`config.mk`:
```
export PLATFORM = sky130hd
export DESIGN_NAME = rsd_ctrl
export DESIGN_NICKNAME = d
export VERILOG_FILES = /design/src/sv/rsd_pkg.sv /design/src/sv/rsd_ctrl.sv
export SDC_FILE = /design/constraint.sdc
export NUM_CORES = 1
export LEC_CHECK = 0
export BUFFER_PORTS_ARGS = -buffer_cell sky130_fd_sc_hd__buf_4
export CAP_MARGIN = 20
export CORE_AREA = 4 4 41 43
export CTS_BUF_LIST = sky130_fd_sc_hd__clkbuf_8
export CTS_CLUSTER_SIZE = 10
export DETAILED_ROUTE_END_ITERATION = 16
export DIE_AREA = 0 0 45 47
export RECOVER_POWER = 50
export REMOVE_ABC_BUFFERS = 1
export SLEW_MARGIN = 30
export SYNTH_ARGS = -nofsm -noshare
export SYNTH_HDL_FRONTEND = slang
export SYNTH_SLANG_ARGS = --single-unit
```
`constraint.sdc`:
```
create_clock -name clk_i -period 1.35 [get_ports clk_i]
set_input_delay 0.2025 -clock clk_i [delete_from_list [all_inputs] [get_ports clk_i]]
set_output_delay 0.2025 -clock clk_i [all_outputs]
set_load 0.03 [all_outputs]
```
`src/sv/rsd_pkg.sv`:
```
package rsd_pkg;

  localparam int unsigned PixW    = 8;
  localparam int unsigned LenW    = 6;
  localparam int unsigned ColOutW = 10;

  // block type, bits 7..6 of a code byte
  localparam logic [1:0] BT_FILL    = 2'd0;
  localparam logic [1:0] BT_TRANSP  = 2'd1;
  localparam logic [1:0] BT_COPY    = 2'd2;
  localparam logic [1:0] BT_LITERAL = 2'd3;

  // pixel source of a run
  localparam logic [1:0] SRC_BYTE   = 2'd0;
  localparam logic [1:0] SRC_TRANSP = 2'd1;
  localparam logic [1:0] SRC_PREV   = 2'd2;

  // run length select
  localparam logic [1:0] LEN_PEND = 2'd0;
  localparam logic [1:0] LEN_CODE = 2'd1;
  localparam logic [1:0] LEN_ONE  = 2'd2;

  typedef struct packed {
    logic       run_start;
    logic [1:0] len_sel;
    logic [1:0] src;
    logic       pend_load;
    logic       pend_dec;
    logic       pend_clr;
    logic       emit;
    logic       col_clr;
  } rsd_cmd_t;

  typedef struct packed {
    logic [1:0] blk_type;
    logic       len_zero;
    logic       pend_zero;
    logic       pend_one;
    logic       run_one;
    logic       eol;
    logic       out_free;
  } rsd_sts_t;

endpackage

```
`src/sv/rsd_ctrl.sv`:
```
module rsd_ctrl (
  input  logic              clk_i,
  input  logic              rst_ni,
  input  logic              in_valid_i,
  input  logic              line_last_i,
  output logic              in_stall_o,
  input  rsd_pkg::rsd_sts_t sts_i,
  output rsd_pkg::rsd_cmd_t cmd_o
);
  import rsd_pkg::*;

  localparam logic [1:0] ST_CODE = 2'd0;
  localparam logic [1:0] ST_FILL = 2'd1;
  localparam logic [1:0] ST_LIT  = 2'd2;
  localparam logic [1:0] ST_RUN  = 2'd3;

  logic [1:0] state_q, state_d;
  logic       ret_lit_q, ret_lit_d;
  logic       accept;

  assign in_stall_o = (state_q == ST_RUN);
  assign accept     = in_valid_i && !in_stall_o;

  always_comb begin
    cmd_o     = '0;
    state_d   = state_q;
    ret_lit_d = ret_lit_q;
    unique case (state_q)
      ST_CODE: begin
        if (accept) begin
          unique case (sts_i.blk_type)
            BT_FILL: begin
              cmd_o.pend_load = 1'b1;
              if (line_last_i) begin
                cmd_o.pend_clr = 1'b1;
                cmd_o.col_clr  = 1'b1;
              end else begin
                state_d = ST_FILL;
              end
            end
            BT_TRANSP, BT_COPY: begin
              if (sts_i.len_zero) begin
                cmd_o.col_clr = line_last_i;
              end else begin
                cmd_o.run_start = 1'b1;
                cmd_o.len_sel   = LEN_CODE;
                cmd_o.src       = (sts_i.blk_type == BT_TRANSP) ? SRC_TRANSP : SRC_PREV;
                ret_lit_d       = 1'b0;
                state_d         = ST_RUN;
              end
            end
            BT_LITERAL: begin
              cmd_o.pend_load = 1'b1;
              if (line_last_i) begin
                cmd_o.pend_clr = 1'b1;
                cmd_o.col_clr  = 1'b1;
              end else if (!sts_i.len_zero) begin
                state_d = ST_LIT;
              end
            end
            default: ;
          endcase
        end
      end
      ST_FILL: begin
        if (accept) begin
          cmd_o.pend_clr = 1'b1;
          if (sts_i.pend_zero) begin
            cmd_o.col_clr = line_last_i;
            state_d       = ST_CODE;
          end else begin
            cmd_o.run_start = 1'b1;
            cmd_o.len_sel   = LEN_PEND;
            cmd_o.src       = SRC_BYTE;
            ret_lit_d       = 1'b0;
            state_d         = ST_RUN;
          end
        end
      end
      ST_LIT: begin
        if (accept) begin
          cmd_o.run_start = 1'b1;
          cmd_o.len_sel   = LEN_ONE;
          cmd_o.src       = SRC_BYTE;
          cmd_o.pend_dec  = 1'b1;
          ret_lit_d       = !sts_i.pend_one;
          state_d         = ST_RUN;
        end
      end
      ST_RUN: begin
        if (sts_i.out_free) begin
          cmd_o.emit = 1'b1;
          if (sts_i.run_one) begin
            if (sts_i.eol) begin
              // line end cancels whatever was still due
              cmd_o.col_clr  = 1'b1;
              cmd_o.pend_clr = 1'b1;
              state_d        = ST_CODE;
            end else begin
              state_d = ret_lit_q ? ST_LIT : ST_CODE;
            end
          end
        end
      end
      default: state_d = ST_CODE;
    endcase
  end

  always_ff @(posedge clk_i or negedge rst_ni) begin
    if (!rst_ni) begin
      state_q   <= ST_CODE;
      ret_lit_q <= 1'b0;
    end else begin
      state_q   <= state_d;
      ret_lit_q <= ret_lit_d;
    end
  end

endmodule

```
## Word-level counts from Yosys, hierarchy flattened

Index checks and enable logic that the tools add are counted.

| operators by class | value |
|---|---|
| $add $sub $neg | 0 |
| multiply operators | 0 |
| divide/modulo/power cells | 0 |
| $lt $le $gt $ge | 0 |
| equal/unequal tests | 18 |
| shifts and indexed selects | 0 |
| multiplexer cells | 47 |
| bitwise gates (word level) | 0 |
| reductions and logical operators | 10 |

Operators with widths:

| operator | count |
|---|---|
| $mux 2 | 13 |
| $mux 5 | 5 |
| $mux 1 | 20 |
| $pmux 5 s3 | 1 |
| $ne 3x3->1 const B | 4 |
| $ne 2x2->1 const B | 5 |
| $pmux 1 s3 | 3 |
| $reduce_and 9->1 | 1 |
| $eq 2x2->1 const B | 4 |
| $pmux 2 s4 | 1 |
| $reduce_and 7->1 | 1 |
| $mux 6 | 1 |
| $ne 2x1->1 const B | 3 |
| $pmux 2 s3 | 1 |
| $eq 2x1->1 const B | 2 |
| $logic_not 2->1 | 2 |
| $reduce_or 2->1 | 2 |
| $mux 3 | 1 |
| $reduce_bool 3->1 | 1 |
| $logic_not 1->1 | 2 |
| $pmux 1 s2 | 1 |
| $logic_and 1x1->1 | 1 |

| storage, ports and cells | value |
|---|---|
| bits in registers | 3 |
| bits in latches | 0 |
| RAM bits | 0 |
| memory bits (read-only) | 0 |
| bits of input ports | 12 |
| output and inout bits | 11 |
| logic and storage cells | 77 |
| memories | 0 |

## Longest topological paths before layout

| logic depth | value |
|---|---|
| depth after elaboration | 6 |
| gate-level depth with buffers | 5 |

## Worst setup path before layout

OpenSTA, ideal clock, no wires.

| path | value |
|---|---|
| path type | input to output |
| from | input sts_i[7] (netlist bit) |
| to | output cmd_o[6] (netlist bit) |
| data arrival time | 1.400 ns |
| required time | 1.148 ns |
| path slack | -0.252 ns |
| cell stages on the path | 4 |
| path buffers | 0 |
| cells stage by stage | inv_1 ha_1 nand2b_1 nor3_1 |

RTL lines:

| element | line | RTL |
|---|---|---|
| start, declared | rsd_ctrl.sv:7 | `input rsd_pkg::rsd_sts_t sts_i,` |
| end, declared | rsd_ctrl.sv:8 | `output rsd_pkg::rsd_cmd_t cmd_o` |

==> flow_summary.toml <==
[status]
status = "finished with violations"
violations = "setup timing"

[global_route]
grtUsageTotal_pct = 15.6
grt_max_degree = 7
antenna_found_initial = 0
grt_pass1_wl_mm = 2.43
grt_overflow_total = 0
first_global_vias = 573

[clock_network]
cts_tree = "done"
clock-sinks = 3
clk_pin_slew_worst_paths_ps = 30
cts-htree-levels = 1
root_buffer = "clkbuf_8"
clockBufferDepth = 2
clk_latency_ps = 220
cts_buffers = 3

[routing]
drc = 0
vias = 549
drt-pass1-iter-count = 4
avgViaCountPerCell = 5.08
antenna_left = 0
wl_mm = 1.52
wl_per_cell_um = 14.0
drt_iter0_drc = 14

[setup_path]
r2r_start = "state_q[0]$_DFFE_PN0P_"
max_stage_delay_ps = 390
cp-start-kind = "flip-flop"
reg2reg_to = "ret_lit_q$_DFFE_PN0P_"
crit_family = "flip-flops"
crit_buf_inv = 2
arrival_ps = 1330
crit_type = "flip-flop to primary output"
setup.worst_path.end_class = "primary output"
crit_required_ps = 1150
ff2ff_setup_slack_ps = 70
worstPathCellList = "buf_6 -> nand4_1 -> or2_4 -> o41ai_2 -> buf_4"
cpMaxStageDelayCell = "dfrtp_2"
path_max_fanout = 5
ff2ff_path_depth = 6

[cells_and_area]
fin_nets = 112
syn_to_final_growth_pct = 96.5
multi_input_area_um2 = 357
regArea_um2 = 77.6
n_fill_cell = 115
final_core_util_pct = 64.4
drive_gt1_share_pct = 59.1
num_antenna_cells = 0
design_area_um2 = 838
final_cells = 108

[yosys]
synth_area_um2 = 427
synth_xor_area_share_pct = 0
synth_top_family_by_area = "simple AND/OR/NAND/NOR gates"
yosys_warnings = 0
synthMuxAreaShare_pct = 0
syn_area_per_cell_um2 = 7.90
ys_seq_area_share_pct = 17.6
synth_compound_area_share_pct = 26.4
yosys.area_share.simple_pct = 27.9
ys_seq_elements = 3
yosysUniqueCellTypes = 29
synthAdderAreaFrac_pct = 17.6
syn_inst = 54

[min_path]
min-delay-path-class = "input port to flip-flop"
hold_start = "sts_i[3]"
hold_depth = 2
whs_endpoint = "ret_lit_q$_DFFE_PN0P_"

[placement]
place.gp.congestion = 0.749
numPortBuffers = 22
place_area_um2 = 652
placedCellCount = 97
post-dp-hpwl_um = 978

[power]
p_clk_share_pct = 16.9
p_seq_share_pct = 13.1
internal_power_mw = 0.875
switching_share_pct = 42.3
leakagePower_nw = 0.423
power_density_nw_per_um2 = 1810
p_comb_share_pct = 70.0
p_total_mw = 1.52
p_sw_mw = 0.642
max-vdd-ir-drop_mv = 0.921

[floorplan]
rows = 13
initial_core_util_pct = 32.8
dieArea_um2 = 2120
die_y_um = 47
coreArea_um2 = 1300
pin_count = 23
die_w_um = 45

[sta]
period_share_pct = 113
layout_min_cycle_time_ps = 1530
fin_hold_ws_ps = 187
setup_viol = 9
setup_slack_ps = -182
hold_viol = 0
worst_pin_slew_ps = 237
report.final.slew_viol_count = 0
rsz0062_at_grt = "yes"
slew_headroom_pct = 84.0
max_freq_mhz = 653
finClkSkew_ps = 3.68

[job]
max-cap-violations = 0
Yosys cell counts:
master	n	area (um^2)
a32oi_1	1	8.76
ha_1	6	75.1
dfrtp_1	3	75.1
buf_4	1	7.51
a21oi_1	4	20.0
o21ai_0	3	15.0
o21ai_1	1	5.00
o22ai_1	1	6.26
nor3_1	1	5.00
nand2b_1	2	12.5
or2b_1	1	7.51
nand3_1	1	5.00
nand2b_2	1	8.76
nor3b_2	1	12.5
nor2b_1	1	6.26
inv_1	6	22.5
nand3_2	1	10.0
nand2_1	1	3.75
nand4_1	1	6.26
or2_4	1	8.76
nor2_1	7	26.3
buf_6	1	11.3
a41oi_1	1	8.76
and3_1	1	6.26
o41ai_2	1	16.3
o21ai_2	1	8.76
inv_2	1	3.75
o32ai_1	1	8.76
o21a_1	2	15.0
stage by stage:
stage                     setup WS (ps)  setup TNS, ps
after floorplan                    -274          -1040
after CTS                          -178          -1310
after global routing               -256          -1870
after global placement             -109           -236
after detailed placement           -140           -317
final                              -182          -1230
flip-flops by register name, summed over array words and instances, names as in the netlist:
register   flops
state_q        2
ret_lit_q      1
power by group through the flow:
stage / sequential, mW / combinational, mW / clock (mW)
floorplan: 0.186 / 0.437 / 0
global placement: 0.195 / 0.733 / 0
detailed placement: 0.193 / 0.732 / 0
CTS: 0.190 / 0.991 / 0.261
global route: 0.205 / 1.14 / 0.269
finish: 0.198 / 1.06 / 0.256
what timing repair did:
action,CTS,global route
hold buffers,1,0
endpoints found under the setup margin,10,11
hold endpoints to repair,3,0
gates resized for setup,17,7
pin swaps,1,2
buffers inserted,5,1
layout by cell type, fill, tap and decap left out, types with 2 or more instances in the layout:
master	n
dfrtp_2	2
nand2b_4	3
clkbuf_8	3
a21oi_1	4
buf_6	10
o21ai_0	3
buf_4	25
nor2_1	4
o21a_1	2
inv_1	6
ha_1	6
nor2_2	2
inv_2	2
per-layer routing:
metal  wire length (um)  track usage (%)  vias up
met3                 98             4.98        2
li1                   -                -      268
met4                 17             1.75        0
met2                774             25.4       22
met5                  0                0        -
met1                623             20.8      257
final cells by class:
cell class	instances	share of cell area, %
multi-input cells	42	42.5
clock buffers	3	4.93
well taps	15	2.24
clock inverters	1	0.448
inverters	7	3.13
repair buffers	37	37.5
flip-flops and latches	3	9.25
worst max path at each step:
stage	start	end	slack, ps	depth (start not counted)
finish	state_q[0]$_DFFE_PN0P_	cmd_o[0]	-180	5
global route	state_q[0]$_DFFE_PN0P_	cmd_o[9]	-260	5
CTS	state_q[0]$_DFFE_PN0P_	cmd_o[0]	-180	3
detailed placement	sts_i[6]	cmd_o[0]	-140	7
global placement	sts_i[6]	cmd_o[0]	-110	7
floorplan	state_q[0]$_DFFE_PN0P_	cmd_o[3]	-270	2
cell families after synthesis:
logic type / Yosys count
AO/OA/AOI/OAI: 16
adder cells (fa/ha/maj): 6
buffers and inverters: 9
flip-flops: 3
AND/OR/NAND/NOR: 20
Note: power is estimated with default switching activity, not from simulation.
